===== src/sv/dbbrs_pkg.sv =====
// shared constants, types and helper functions of the blink rate selector
package dbbrs_pkg;

  localparam int unsigned TIMER_WIDTH   = 16;
  localparam int unsigned COUNT_W       = 16;
  localparam int unsigned PERIOD_W      = 17;
  localparam int unsigned TICKS_W       = 16;
  localparam int unsigned CFG_DATA_W    = 17;
  localparam int unsigned CFG_IDX_W     = 3;
  localparam int unsigned ELAPSED_W     =
    (PERIOD_W > TIMER_WIDTH) ? PERIOD_W + 1 : TIMER_WIDTH + 2;

  localparam logic [PERIOD_W-1:0] RST_TIMER_PERIOD   = PERIOD_W'(42000);
  localparam logic [TICKS_W-1:0]  RST_SETTLE_TICKS   = TICKS_W'(2100);
  localparam logic [TICKS_W-1:0]  RST_INTERVAL_SLOW  = TICKS_W'(41999);
  localparam logic [TICKS_W-1:0]  RST_INTERVAL_MID   = TICKS_W'(21000);
  localparam logic [TICKS_W-1:0]  RST_INTERVAL_FAST  = TICKS_W'(10500);

  typedef enum logic [CFG_IDX_W-1:0] {
    CFG_TIMER_PERIOD   = 3'd0,
    CFG_SETTLE_TICKS   = 3'd1,
    CFG_INTERVAL_SLOW  = 3'd2,
    CFG_INTERVAL_MID   = 3'd3,
    CFG_INTERVAL_FAST  = 3'd4
  } cfg_idx_e;

  typedef enum logic [1:0] {
    RATE_SLOW = 2'd0,
    RATE_MID  = 2'd1,
    RATE_FAST = 2'd2
  } rate_e;

  typedef struct packed {
    logic [PERIOD_W-1:0] timer_period;
    logic [TICKS_W-1:0]  settle_ticks;
    logic [TICKS_W-1:0]  interval_slow;
    logic [TICKS_W-1:0]  interval_mid;
    logic [TICKS_W-1:0]  interval_fast;
  } cfg_t;

  typedef struct packed {
    logic       led_on;
    logic [1:0] rate_index;
    logic       rate_changed;
  } res_t;

  function automatic rate_e next_rate(rate_e cur);
    rate_e nxt;
    case (cur)
      RATE_SLOW: nxt = RATE_MID;
      RATE_MID:  nxt = RATE_FAST;
      default:   nxt = RATE_SLOW;
    endcase
    return nxt;
  endfunction

  // elapsed ticks modulo the timer period, zero period meaning full timer range
  function automatic logic [ELAPSED_W-1:0] elapsed_since(
    logic [TIMER_WIDTH-1:0] now_v,
    logic [TIMER_WIDTH-1:0] then_v,
    logic [PERIOD_W-1:0]    period
  );
    logic [ELAPSED_W-1:0] per;
    logic [ELAPSED_W-1:0] sum;
    logic [ELAPSED_W-1:0] res;
    per = (period == '0) ? (ELAPSED_W'(1) << TIMER_WIDTH) : ELAPSED_W'(period);
    sum = per + ELAPSED_W'(now_v);
    if (now_v >= then_v) begin
      res = ELAPSED_W'(now_v) - ELAPSED_W'(then_v);
    end else if (sum >= ELAPSED_W'(then_v)) begin
      res = sum - ELAPSED_W'(then_v);
    end else begin
      res = '0;
    end
    return res;
  endfunction

endpackage


===== src/sv/dbbrs_sample_if.sv =====
// poll sample channel
interface dbbrs_sample_if;
  import dbbrs_pkg::*;

  logic               valid;
  logic               ready;
  logic               button_level;
  logic [COUNT_W-1:0] timer_count;

  modport source (output valid, output button_level, output timer_count, input ready);
  modport sink   (input valid, input button_level, input timer_count, output ready);
endinterface


===== src/sv/dbbrs_result_if.sv =====
// result channel
interface dbbrs_result_if;
  logic       valid;
  logic       ready;
  logic       led_on;
  logic [1:0] rate_index;
  logic       rate_changed;

  modport source (output valid, output led_on, output rate_index, output rate_changed,
                  input ready);
  modport sink   (input valid, input led_on, input rate_index, input rate_changed,
                  output ready);
endinterface


===== src/sv/dbbrs_cfg_regs.sv =====
// configuration register file
module dbbrs_cfg_regs
  import dbbrs_pkg::*;
(
  input  logic                  clk_i,
  input  logic                  rst_ni,
  input  logic                  cfg_we_i,
  input  logic [CFG_IDX_W-1:0]  cfg_idx_i,
  input  logic [CFG_DATA_W-1:0] cfg_data_i,
  output cfg_t                  cfg_o
);

  cfg_t cfg_q;
  cfg_t cfg_d;

  always_comb begin
    cfg_d = cfg_q;
    if (cfg_we_i) begin
      case (cfg_idx_i)
        CFG_TIMER_PERIOD:   cfg_d.timer_period   = PERIOD_W'(cfg_data_i);
        CFG_SETTLE_TICKS:   cfg_d.settle_ticks   = TICKS_W'(cfg_data_i);
        CFG_INTERVAL_SLOW:  cfg_d.interval_slow  = TICKS_W'(cfg_data_i);
        CFG_INTERVAL_MID:   cfg_d.interval_mid   = TICKS_W'(cfg_data_i);
        CFG_INTERVAL_FAST:  cfg_d.interval_fast  = TICKS_W'(cfg_data_i);
        default: ;
      endcase
    end
  end

  always_ff @(posedge clk_i or negedge rst_ni) begin
    if (!rst_ni) begin
      cfg_q.timer_period   <= RST_TIMER_PERIOD;
      cfg_q.settle_ticks   <= RST_SETTLE_TICKS;
      cfg_q.interval_slow  <= RST_INTERVAL_SLOW;
      cfg_q.interval_mid   <= RST_INTERVAL_MID;
      cfg_q.interval_fast  <= RST_INTERVAL_FAST;
    end else begin
      cfg_q <= cfg_d;
    end
  end

  assign cfg_o = cfg_q;

endmodule


===== src/sv/dbbrs_core.sv =====
// debounce, rate select and blink state with the per-sample update logic
module dbbrs_core
  import dbbrs_pkg::*;
(
  input  logic                   clk_i,
  input  logic                   rst_ni,
  input  cfg_t                   cfg_i,
  input  logic                   commit_i,
  input  logic                   button_i,
  input  logic [COUNT_W-1:0]     count_i,
  output res_t                   res_o
);

  logic                   last_raw_q, last_raw_d;
  logic [TIMER_WIDTH-1:0] raw_time_q, raw_time_d;
  logic                   stable_q, stable_d;
  rate_e                  rate_q, rate_d;
  logic [TIMER_WIDTH-1:0] toggle_time_q, toggle_time_d;
  logic                   led_q, led_d;

  logic [TIMER_WIDTH-1:0] now;
  logic                   raw_steady;
  logic                   accept_level;
  logic                   rise;
  logic [ELAPSED_W-1:0]   deb_elapsed;
  logic [ELAPSED_W-1:0]   blink_elapsed;
  logic [TICKS_W-1:0]     interval;
  logic                   toggle;

  assign now          = TIMER_WIDTH'(count_i);
  assign raw_steady   = (button_i == last_raw_q);
  assign deb_elapsed  = elapsed_since(now, raw_time_q, cfg_i.timer_period);
  // a fresh raw change is not yet steady, so it never passes the debounce
  assign accept_level = raw_steady && (button_i != stable_q) &&
                        (deb_elapsed > ELAPSED_W'(cfg_i.settle_ticks));
  assign rise         = accept_level && button_i;
  assign blink_elapsed = rise ? '0 : elapsed_since(now, toggle_time_q, cfg_i.timer_period);

  always_comb begin
    rate_d = rise ? next_rate(rate_q) : rate_q;
    case (rate_d)
      RATE_SLOW: interval = cfg_i.interval_slow;
      RATE_MID:  interval = cfg_i.interval_mid;
      default:   interval = cfg_i.interval_fast;
    endcase
  end

  assign toggle        = (blink_elapsed >= ELAPSED_W'(interval));
  assign last_raw_d    = button_i;
  assign raw_time_d    = raw_steady ? raw_time_q : now;
  assign stable_d      = accept_level ? button_i : stable_q;
  assign toggle_time_d = (rise || toggle) ? now : toggle_time_q;
  assign led_d         = toggle ? !led_q : led_q;

  assign res_o.led_on       = led_d;
  assign res_o.rate_index   = rate_d;
  assign res_o.rate_changed = rise;

  always_ff @(posedge clk_i or negedge rst_ni) begin
    if (!rst_ni) begin
      last_raw_q    <= 1'b0;
      raw_time_q    <= '0;
      stable_q      <= 1'b0;
      rate_q        <= RATE_SLOW;
      toggle_time_q <= '0;
      led_q         <= 1'b0;
    end else if (commit_i) begin
      last_raw_q    <= last_raw_d;
      raw_time_q    <= raw_time_d;
      stable_q      <= stable_d;
      rate_q        <= rate_d;
      toggle_time_q <= toggle_time_d;
      led_q         <= led_d;
    end
  end

endmodule


===== src/sv/debounced_button_blink_rate_selector.sv =====
// top level of the debounced button blink rate selector
// Takes one poll sample (raw button level and timer count) per clock while the result side
// keeps taking and returns one result per sample: the LED level, the selected blink rate and
// a flag for a rate step. A sample is captured in an input register and then processed into
// an output register, from which its result is presented; the sustained rate is one sample
// per cycle while the result side keeps taking. The input register empties into the output
// register whenever that one is free or being taken, so a sample is still accepted while a
// finished result waits and the input register is empty. Configuration takes effect on the
// samples processed after the write; after reset the LED is off and the rate is slow.
module debounced_button_blink_rate_selector
  import dbbrs_pkg::*;
(
  input  logic                  clk_i,
  input  logic                  rst_ni,
  dbbrs_sample_if.sink          sample_i,
  dbbrs_result_if.source        result_o,
  input  logic                  cfg_we_i,
  input  logic [CFG_IDX_W-1:0]  cfg_idx_i,
  input  logic [CFG_DATA_W-1:0] cfg_data_i
);

  cfg_t               cfg;
  res_t               res;
  logic               s1_valid_q;
  logic               s1_button_q;
  logic [COUNT_W-1:0] s1_count_q;
  logic               out_valid_q;
  res_t               out_res_q;
  logic               out_free;
  logic               s1_adv;
  logic               accept;

  assign out_free       = !out_valid_q || result_o.ready;
  assign s1_adv         = s1_valid_q && out_free;
  assign sample_i.ready = !s1_valid_q || out_free;
  assign accept         = sample_i.valid && sample_i.ready;

  dbbrs_cfg_regs u_cfg (
    .clk_i      (clk_i),
    .rst_ni     (rst_ni),
    .cfg_we_i   (cfg_we_i),
    .cfg_idx_i  (cfg_idx_i),
    .cfg_data_i (cfg_data_i),
    .cfg_o      (cfg)
  );

  dbbrs_core u_core (
    .clk_i    (clk_i),
    .rst_ni   (rst_ni),
    .cfg_i    (cfg),
    .commit_i (s1_adv),
    .button_i (s1_button_q),
    .count_i  (s1_count_q),
    .res_o    (res)
  );

  always_ff @(posedge clk_i or negedge rst_ni) begin
    if (!rst_ni) begin
      s1_valid_q  <= 1'b0;
      out_valid_q <= 1'b0;
    end else begin
      if (accept) begin
        s1_valid_q <= 1'b1;
      end else if (s1_adv) begin
        s1_valid_q <= 1'b0;
      end
      if (s1_adv) begin
        out_valid_q <= 1'b1;
      end else if (result_o.ready) begin
        out_valid_q <= 1'b0;
      end
    end
  end

  always_ff @(posedge clk_i) begin
    if (accept) begin
      s1_button_q <= sample_i.button_level;
      s1_count_q  <= sample_i.timer_count;
    end
    if (s1_adv) begin
      out_res_q <= res;
    end
  end

  assign result_o.valid        = out_valid_q;
  assign result_o.led_on       = out_res_q.led_on;
  assign result_o.rate_index   = out_res_q.rate_index;
  assign result_o.rate_changed = out_res_q.rate_changed;

endmodule


===== src/flat_wrapper.sv =====
// flat-port wrapper written by rule: the top's interface ports become plain ports
module debounced_button_blink_rate_selector_flat import dbbrs_pkg::*;
  (clk_i, rst_ni, cfg_we_i, cfg_idx_i, cfg_data_i, sample_i_valid, sample_i_button_level, sample_i_timer_count, sample_i_ready, result_o_valid, result_o_led_on, result_o_rate_index, result_o_rate_changed, result_o_ready);
  dbbrs_sample_if sample_i_i ();
  dbbrs_result_if result_o_i ();
  input  logic clk_i;
  input  logic rst_ni;
  input  logic cfg_we_i;
  input  logic [CFG_IDX_W-1:0] cfg_idx_i;
  input  logic [CFG_DATA_W-1:0] cfg_data_i;
  input wire logic [$bits(sample_i_i.valid)-1:0] sample_i_valid;
  input wire logic [$bits(sample_i_i.button_level)-1:0] sample_i_button_level;
  input wire logic [$bits(sample_i_i.timer_count)-1:0] sample_i_timer_count;
  output wire logic [$bits(sample_i_i.ready)-1:0] sample_i_ready;
  output wire logic [$bits(result_o_i.valid)-1:0] result_o_valid;
  output wire logic [$bits(result_o_i.led_on)-1:0] result_o_led_on;
  output wire logic [$bits(result_o_i.rate_index)-1:0] result_o_rate_index;
  output wire logic [$bits(result_o_i.rate_changed)-1:0] result_o_rate_changed;
  input wire logic [$bits(result_o_i.ready)-1:0] result_o_ready;
  assign sample_i_i.valid = sample_i_valid;
  assign sample_i_i.button_level = sample_i_button_level;
  assign sample_i_i.timer_count = sample_i_timer_count;
  assign sample_i_ready = sample_i_i.ready;
  assign result_o_valid = result_o_i.valid;
  assign result_o_led_on = result_o_i.led_on;
  assign result_o_rate_index = result_o_i.rate_index;
  assign result_o_rate_changed = result_o_i.rate_changed;
  assign result_o_i.ready = result_o_ready;
  debounced_button_blink_rate_selector u_core (.clk_i(clk_i), .rst_ni(rst_ni), .sample_i(sample_i_i), .result_o(result_o_i), .cfg_we_i(cfg_we_i), .cfg_idx_i(cfg_idx_i), .cfg_data_i(cfg_data_i));
endmodule

===== config.mk =====
export PLATFORM = sky130hd
export DESIGN_NAME = debounced_button_blink_rate_selector_flat
export DESIGN_NICKNAME = d
export VERILOG_FILES = /design/src/sv/dbbrs_pkg.sv /design/src/sv/dbbrs_sample_if.sv /design/src/sv/dbbrs_result_if.sv /design/src/sv/dbbrs_cfg_regs.sv /design/src/sv/dbbrs_core.sv /design/src/sv/debounced_button_blink_rate_selector.sv /design/src/flat_wrapper.sv
export SDC_FILE = /design/constraint.sdc
export NUM_CORES = 1
export LEC_CHECK = 0
export ABC_AREA = 1
export BUFFER_PORTS_ARGS = -buffer_cell sky130_fd_sc_hd__buf_2
export CORE_ASPECT_RATIO = 0.8
export CORE_MARGIN = 5
export CORE_UTILIZATION = 63
export CTS_CLUSTER_SIZE = 12
export DETAILED_ROUTE_END_ITERATION = 16
export PLACE_DENSITY = 0.81
export SYNTH_ARGS = -nofsm -noshare
export SYNTH_HDL_FRONTEND = slang
export SYNTH_SLANG_ARGS = --single-unit

===== constraint.sdc =====
create_clock -name clk_i -period 7.9 [get_ports clk_i]
set_input_delay 1.58 -clock clk_i [delete_from_list [all_inputs] [get_ports clk_i]]
set_output_delay 1.58 -clock clk_i [all_outputs]
set_load 0.02 [all_outputs]

Yosys cells after proc, flatten, opt, wreduce, memory -nomap -nowiden
Index checks and enable logic that the tools add are counted.

Add/subtract/negate cells: 5. Magnitude comparators: 6. Equality and inequality tests: 8. Muxes and demuxes: 14. Bitwise operators: 1. Reduce and logical (&&, ||, !) cells: 25.

Operator list (count): 18-bit two-way mux (5); 18-bit by 16-bit greater-or-equal comparator with 1-bit output (3); 18-bit by 16-bit subtractor with 18-bit output (2); 16-bit by 16-bit subtractor with 17-bit output (2); 16-bit greater-or-equal comparator (2); 16-bit case mux with 2 select lines (1); 17-bit by 16-bit adder with 18-bit output (1); 18-bit by 16-bit > comparator with 1-bit output (1); 17-bit zero test (1); 17-bit two-way mux (1); 2-bit AND reduction (8); 3-bit by 2-bit == test with 1-bit output, second input constant (2); 1-bit logical AND (5); 1-bit two-way mux (5); 2-bit by 1-bit == test with 1-bit output, second input constant (2); 2-bit zero test (2); 2-bit case mux with 2 select lines (1); 2-bit nonzero test (2); 3-bit by 1-bit == test with 1-bit output, second input constant (1); 3-bit == test, second input constant (1); 1-bit zero test (3); 3-bit zero test (1); 1-bit logical OR (3); 2-bit two-way mux (1); other kinds (3) (3).

Register bits after elaboration: 141. Input port bits: 42. Word-level logic and storage cells: 77.

Depth between registers and ports, before layout
Word-level depth: 15. Depth in mapped cells: 55. Gate-level depth less buffers: 52.

Hierarchy
From an unflattened synthesis, not the netlist that was laid out.

Cell total of the unflattened synthesis: 1533. Area, all modules: 11368.4 um2.

By module, submodules not included: dbbrs_core (times used 1, cells each 1140, area an instance 7329.5 um2, seq. area each 925.9 um2); dbbrs_cfg_regs (times used 1, cells each 360, area an instance 3313.2 um2, seq. area each 2055.7 um2); debounced_button_blink_rate_selector (times used 1, cells each 33, area an instance 725.7 um2, seq. area each 680.7 um2).

Worst setup path after synthesis
OpenSTA, ideal clock, no wires.

Path kind: flip-flop to flip-flop. Start point: reg u_core.u_cfg.cfg_q, in the netlist u_core.u_cfg.cfg_o[64]. End point: reg u_core.u_core.toggle_time_q[10]. Arrival time: 6.650 ns. Data required time: 7.782 ns. Setup slack: 1.133 ns. Cell stages (with the launch flop): 49. Clock period less this slack: 6.767 ns. Cell sequence: dfrtp_1 > clkbuf_1 > ha_1 > fa_1 > nand3_1 > nand3_2 > nand2_1 > a21oi_1 > nor2_1 > o21bai_1 > xor2_1 > ha_1 > nand2_1 > nor2_1 > nand2_1 > inv_1 > nand3_1 > nand2_1 > [... 13 more ...] > nand2_1 > a21oi_1 > nand2_4 > nand3_1 > nand2_4 > buf_6 > or2_1 > nand3_1 > ha_1 > a21oi_1 > o21ai_0 > a221oi_1 > o21ai_0 > a21boi_0 > nand4_4 > buf_2 > nand3_1 > nand2_1.

Longest elaborated chain between the ends: 15.

Ends and longest elaborated chain: from (decl) (RTL line dbbrs_cfg_regs.sv:13) `cfg_t cfg_q;`; from (signal assigned) (RTL line dbbrs_cfg_regs.sv:38) `cfg_q <= cfg_d;`; 17-bit zero test (RTL line dbbrs_pkg.sv:66) `per = (period == '0) ? (ELAPSED_W'(1) << TIMER_WIDTH) : ELAPSED_W'(period);`; 17-bit two-way mux * (RTL line dbbrs_pkg.sv:66); 17-bit by 16-bit adder with 18-bit output * (RTL line dbbrs_pkg.sv:67) `sum = per + ELAPSED_W'(now_v);`; 18-bit by 16-bit subtractor with 18-bit output / 18-bit by 16-bit greater-or-equal comparator with 1-bit output (equally long branches) (RTL line dbbrs_pkg.sv:71, dbbrs_pkg.sv:70); 18-bit two-way mux (RTL line dbbrs_pkg.sv:70) `end else if (sum >= ELAPSED_W'(then_v)) begin`; 18-bit two-way mux (RTL line dbbrs_pkg.sv:68) `if (now_v >= then_v) begin`; 18-bit by 16-bit > comparator with 1-bit output (RTL line dbbrs_core.sv:35) `(deb_elapsed > ELAPSED_W'(cfg_i.settle_ticks));`; 1-bit logical AND (RTL line dbbrs_core.sv:34) `assign accept_level = raw_steady && (button_i != stable_q) &&`; 1-bit logical AND (RTL line dbbrs_core.sv:36) `assign rise = accept_level && button_i;`; 2-bit two-way mux (RTL line dbbrs_core.sv:40) `rate_d = rise ? next_rate(rate_q) : rate_q;`; 2-bit by 1-bit == test with 1-bit output / 2-bit zero test (equally long branches) (RTL line dbbrs_core.sv:41) `case (rate_d)`; 16-bit case mux with 2 select lines (RTL line dbbrs_core.sv:41); 18-bit by 16-bit greater-or-equal comparator with 1-bit output (RTL line dbbrs_core.sv:48) `assign toggle = (blink_elapsed >= ELAPSED_W'(interval));`; 1-bit logical OR * (RTL line dbbrs_core.sv:52) `assign toggle_time_d = (rise || toggle) ? now : toggle_time_q;`; 2-bit AND reduction (no source line) *; to (signal assigned) (RTL line dbbrs_core.sv:72) `toggle_time_q <= toggle_time_d;`; to (decl) (RTL line dbbrs_core.sv:18) `logic [TIMER_WIDTH-1:0] toggle_time_q, toggle_time_d;`.

Mark *: on every way between the ends. The rest lies on a longest branch, timed or not. A chain may end at the register's enable or synchronous reset.

Final worst setup path
Start point: reg u_core.s1_count_q[2]. End point: reg u_core.u_core.toggle_time_q[2].

Longest elaborated chain between the ends: 13.

Ends and longest elaborated chain: from (decl) (RTL line debounced_button_blink_rate_selector.sv:26) `logic [COUNT_W-1:0] s1_count_q;`; from (signal assigned) (RTL line debounced_button_blink_rate_selector.sv:78) `s1_count_q <= sample_i.timer_count;`; 17-bit by 16-bit adder with 18-bit output (RTL line dbbrs_pkg.sv:67); 18-bit by 16-bit subtractor with 18-bit output / 18-bit by 16-bit greater-or-equal comparator with 1-bit output (equally long branches) (RTL line dbbrs_pkg.sv:71, dbbrs_pkg.sv:70); 18-bit two-way mux (RTL line dbbrs_pkg.sv:70); 18-bit two-way mux (RTL line dbbrs_pkg.sv:68); 18-bit by 16-bit > comparator with 1-bit output (RTL line dbbrs_core.sv:35); 1-bit logical AND (RTL line dbbrs_core.sv:34); 1-bit logical AND (RTL line dbbrs_core.sv:36); 2-bit two-way mux (RTL line dbbrs_core.sv:40); 2-bit by 1-bit == test with 1-bit output / 2-bit zero test (equally long branches) (RTL line dbbrs_core.sv:41); 16-bit case mux with 2 select lines (RTL line dbbrs_core.sv:41); 18-bit by 16-bit greater-or-equal comparator with 1-bit output (RTL line dbbrs_core.sv:48); 1-bit logical OR (RTL line dbbrs_core.sv:52); 2-bit AND reduction (no source line).

Parallel ways exist; a longest one is shown, timed or not.

==> qor.csv <==
metric,value,unit
WP buf/inv,5,
Post-Syn Area,10940,sq um
TNS Setup,0,ns
Rel. slew slack,0.1614,
Synth Instances,1450,
via count,10400,
vias in the first global route,9609,
multi-input logic area,6644,sq um
Placement Cell Area,11420,sq um
Worst EP required,8.20,ns
Ys Warns,0,
R2R setup slack,0.28,ns
FF-to-FF Start,u_core.s1_count_q[2]$_DFFE_PP_,
1st-iter DRT viols,1155,
Worst-Margin Slew,1.254,ns
Pins Over Slew Limit,0,
post-DP HPWL,25710,um
worst-case clock buffer depth,2,
FF-to-FF End,u_core.u_core.toggle_time_q[2]$_DFFE_PN0P_,
total wire length,33640,um
DR WL met2,14180,um
I/O Buffers,47,
die height,127.9,um
reg2reg path depth,51,
Tmin final,7.624,ns
die footprint,20120,sq um
Starting Density,0.6354,
critical path type,flop to flop,
Critical Path Start Type,flop,
"Avg Cell Area, Syn",7.544,sq um
Core Area,17220,sq um
"most common cell after layout, fill and taps aside",nand2_1,
CP max stage delay,0.47,ns
"Clk Latency, worst-skew pair",0.44,ns
WL met1,14790,um
Hold Path Depth,2,
Core Rows,43,
final setup violation count,0,
net count reported at finish,1664,
pin count of the biggest net entering global routing,62,
Final GP Congestion,1.033,
Routed WL per cell,19.30,um
hold_sp,u_core.u_core.toggle_time_q[4]$_DFFE_PN0P_,
max-cap viol count,0,
Inserted Diodes,0,
Max Freq,0.1312,GHz
"commonest non-fill, non-tap cells in the layout","336 x nand2_1, 152 x inv_1, 124 x o21ai_0, 117 x a21oi_1, 113 x nor2_1",
H-tree lvl count,4,
CTS sink count,141,
DR vias/cell,5.967,
Layout area overhead,12.15,%
slowest CP cell,edfxtp_1,
"CP delay by family, top",simple AND/OR/NAND/NOR gates,
antenna violations before repair,1,
Worst path most repeated cell,nand2_1,
sequential fraction of the synthesis area,0.3348,
register area,3662,sq um
CTS tree,done,
Crit. End Element,flop,
design area,12270,sq um
critical-path maximum fanout,16,
post-synthesis async set-or-reset flop share,0.8511,
CTS Hold Bufs,0,
Post-synth EDFFs,21,
post-synth net total,1609,
Root Buffer,clkbuf_16,
CTS buffer count,17,
Synth Register Bits,141,
Max Clock Skew,0.02204,ns
hold crit path type,flop to flop,
outcome,completed,
Ports,48,
post-route antenna net violation count,0,
share of layout cells above drive strength 1,0.1390,
Final Util,0.7126,
Final period util,0.9651,
Die Width,157.3,um
Met3 Wirelength,3493,um
endpoint of the worst hold path,u_core.u_core.toggle_time_q[4]$_DFFE_PN0P_,
Fillers,1387,
drt pass-1 iters,6,
unique cell type count in the Yosys netlist,56,
post-route DRC violation count,0,
total global routing overflow,0,
"Hold Vio Cnt, Final",0,
clock transition at the registers of the reported paths,0.07,ns
Post-synth top flop,dfrtp_1,
first-pass GRT wire length,51580,um
Top Layer Used,met5,
total global-route track usage,0.3331,
Worst EP arrival,7.92,ns
-- final cells by class --
type / count / share of cell area
Inverter: 157 / 0.04824
Sequential cell: 141 / 0.2985
Clock inverter: 14 / 0.01040
Timing Repair Buffer: 84 / 0.04335
Clock buffer: 18 / 0.03498
Tap cell: 225 / 0.02295
Multi-Input combinational cell: 1104 / 0.5416
-- cell usage after synthesis (3+ instances only) --
master | number | area, sq um
nand2_1 | 338 | 1269
inv_1 | 152 | 570.6
o21ai_0 | 125 | 625.6
a21oi_1 | 121 | 605.6
nor2_1 | 116 | 435.4
ha_1 | 112 | 1401
dfrtp_1 | 97 | 2427
nand3_1 | 68 | 340.3
clkbuf_1 | 39 | 146.4
xor2_1 | 35 | 306.5
xnor2_1 | 30 | 262.8
dfstp_2 | 23 | 604.3
nand3b_1 | 23 | 172.7
edfxtp_1 | 21 | 630.6
nand2_2 | 20 | 125.1
o22ai_1 | 14 | 87.58
a31oi_1 | 8 | 50.05
or2_1 | 8 | 50.05
nor3_1 | 7 | 35.03
o21bai_1 | 7 | 52.55
a21o_1 | 6 | 45.04
nand2_4 | 6 | 67.56
nand4_1 | 6 | 37.54
o21ai_1 | 6 | 30.03
a21boi_0 | 5 | 37.54
fa_1 | 5 | 100.1
inv_2 | 4 | 15.01
or2_2 | 4 | 25.02
buf_4 | 3 | 22.52
nor2_2 | 3 | 18.77
nor4_1 | 3 | 18.77
o211ai_1 | 3 | 22.52
-- logic make-up (layout without fill, tap and decap cells) --
kind of cell	after synthesis	after routing	synth area share
simple gates	610	610	0.2459
compound gates	312	312	0.1558
buf+inv	205	273	0.07423
flops	141	141	0.3348
fa+ha+maj	117	117	0.1373
xor+xnor	65	65	0.05204
-- how the worst max path moves through the flow --
| stage | startpoint | to | cells past startpoint |
|---|---|---|---|
| after floorplan | u_core.u_cfg.cfg_o[64]$_DFFE_PN0P_ | u_core.u_core.toggle_time_q[10]$_DFFE_PN0P_ | 48 |
| after global placement | u_core.s1_count_q[2]$_DFFE_PP_ | u_core.u_core.toggle_time_q[4]$_DFFE_PN0P_ | 50 |
| after CTS | u_core.s1_count_q[2]$_DFFE_PP_ | u_core.u_core.toggle_time_q[2]$_DFFE_PN0P_ | 54 |
| after global routing | u_core.s1_count_q[2]$_DFFE_PP_ | u_core.u_core.toggle_time_q[2]$_DFFE_PN0P_ | 51 |
| final | u_core.s1_count_q[2]$_DFFE_PP_ | u_core.u_core.toggle_time_q[2]$_DFFE_PN0P_ | 51 |
| after detailed placement | u_core.s1_count_q[4]$_DFFE_PP_ | u_core.u_core.toggle_time_q[3]$_DFFE_PN0P_ | 52 |
-- worst register-to-register path: cells and delay by family (launching register included) --
family          cells  cell delay (ns)
simple gates       30             3.21
compound gates     11             1.49
fa+ha+maj           4             1.34
buf+inv             5             0.68
flops               1             0.47
xor+xnor            1             0.30
-- routing by layer --
| metal | track usage | vias to the layer above |
|---|---|---|
| li1 | - | 4927 |
| met1 | 0.4938 | 4816 |
| met2 | 0.4830 | 567 |
| met3 | 0.07627 | 88 |
| met4 | 0.1093 | 2 |
| met5 | 0 | - |
-- sequential cells by signal (all words and copies together), names as in the netlist --
register	flops
u_core.u_core.rate_q	2
u_core.u_core.stable_q	1
u_core.u_core.toggle_time_q	16
u_core.u_core.led_q	1
u_core.result_o.valid	1
u_core.u_core.raw_time_q	16
u_core.s1_valid_q	1
u_core.result_o.rate_index	2
u_core.u_core.last_raw_q	1
u_core.u_cfg.cfg_o	81
u_core.result_o.rate_changed	1
u_core.s1_count_q	16
u_core.s1_button_q	1
u_core.result_o.led_on	1
-- timing repair --
action                                  4_1_cts  5_1_grt
gates resized for setup                       2       32
buffers inserted                              0       15
pin swaps                                     0        7
endpoints found under the setup margin        6       18
-- metrics by stage --
step           setup slack (ns)  cells  hold WS (ns)
2_1_floorplan             1.133   1450        0.4419
3_3_place_gp             0.2762   1696        0.4583
3_5_place_dp            0.03397   1696        0.4593
4_1_cts                 0.02666   1728        0.4765
5_1_grt                 -0.1850   1743        0.4891
6_report                 0.2755   1743        0.4759
Power is left out: the tool's default activity adds up to more than one toggle a clock period on the data nets, which glitch-free logic cannot reach.
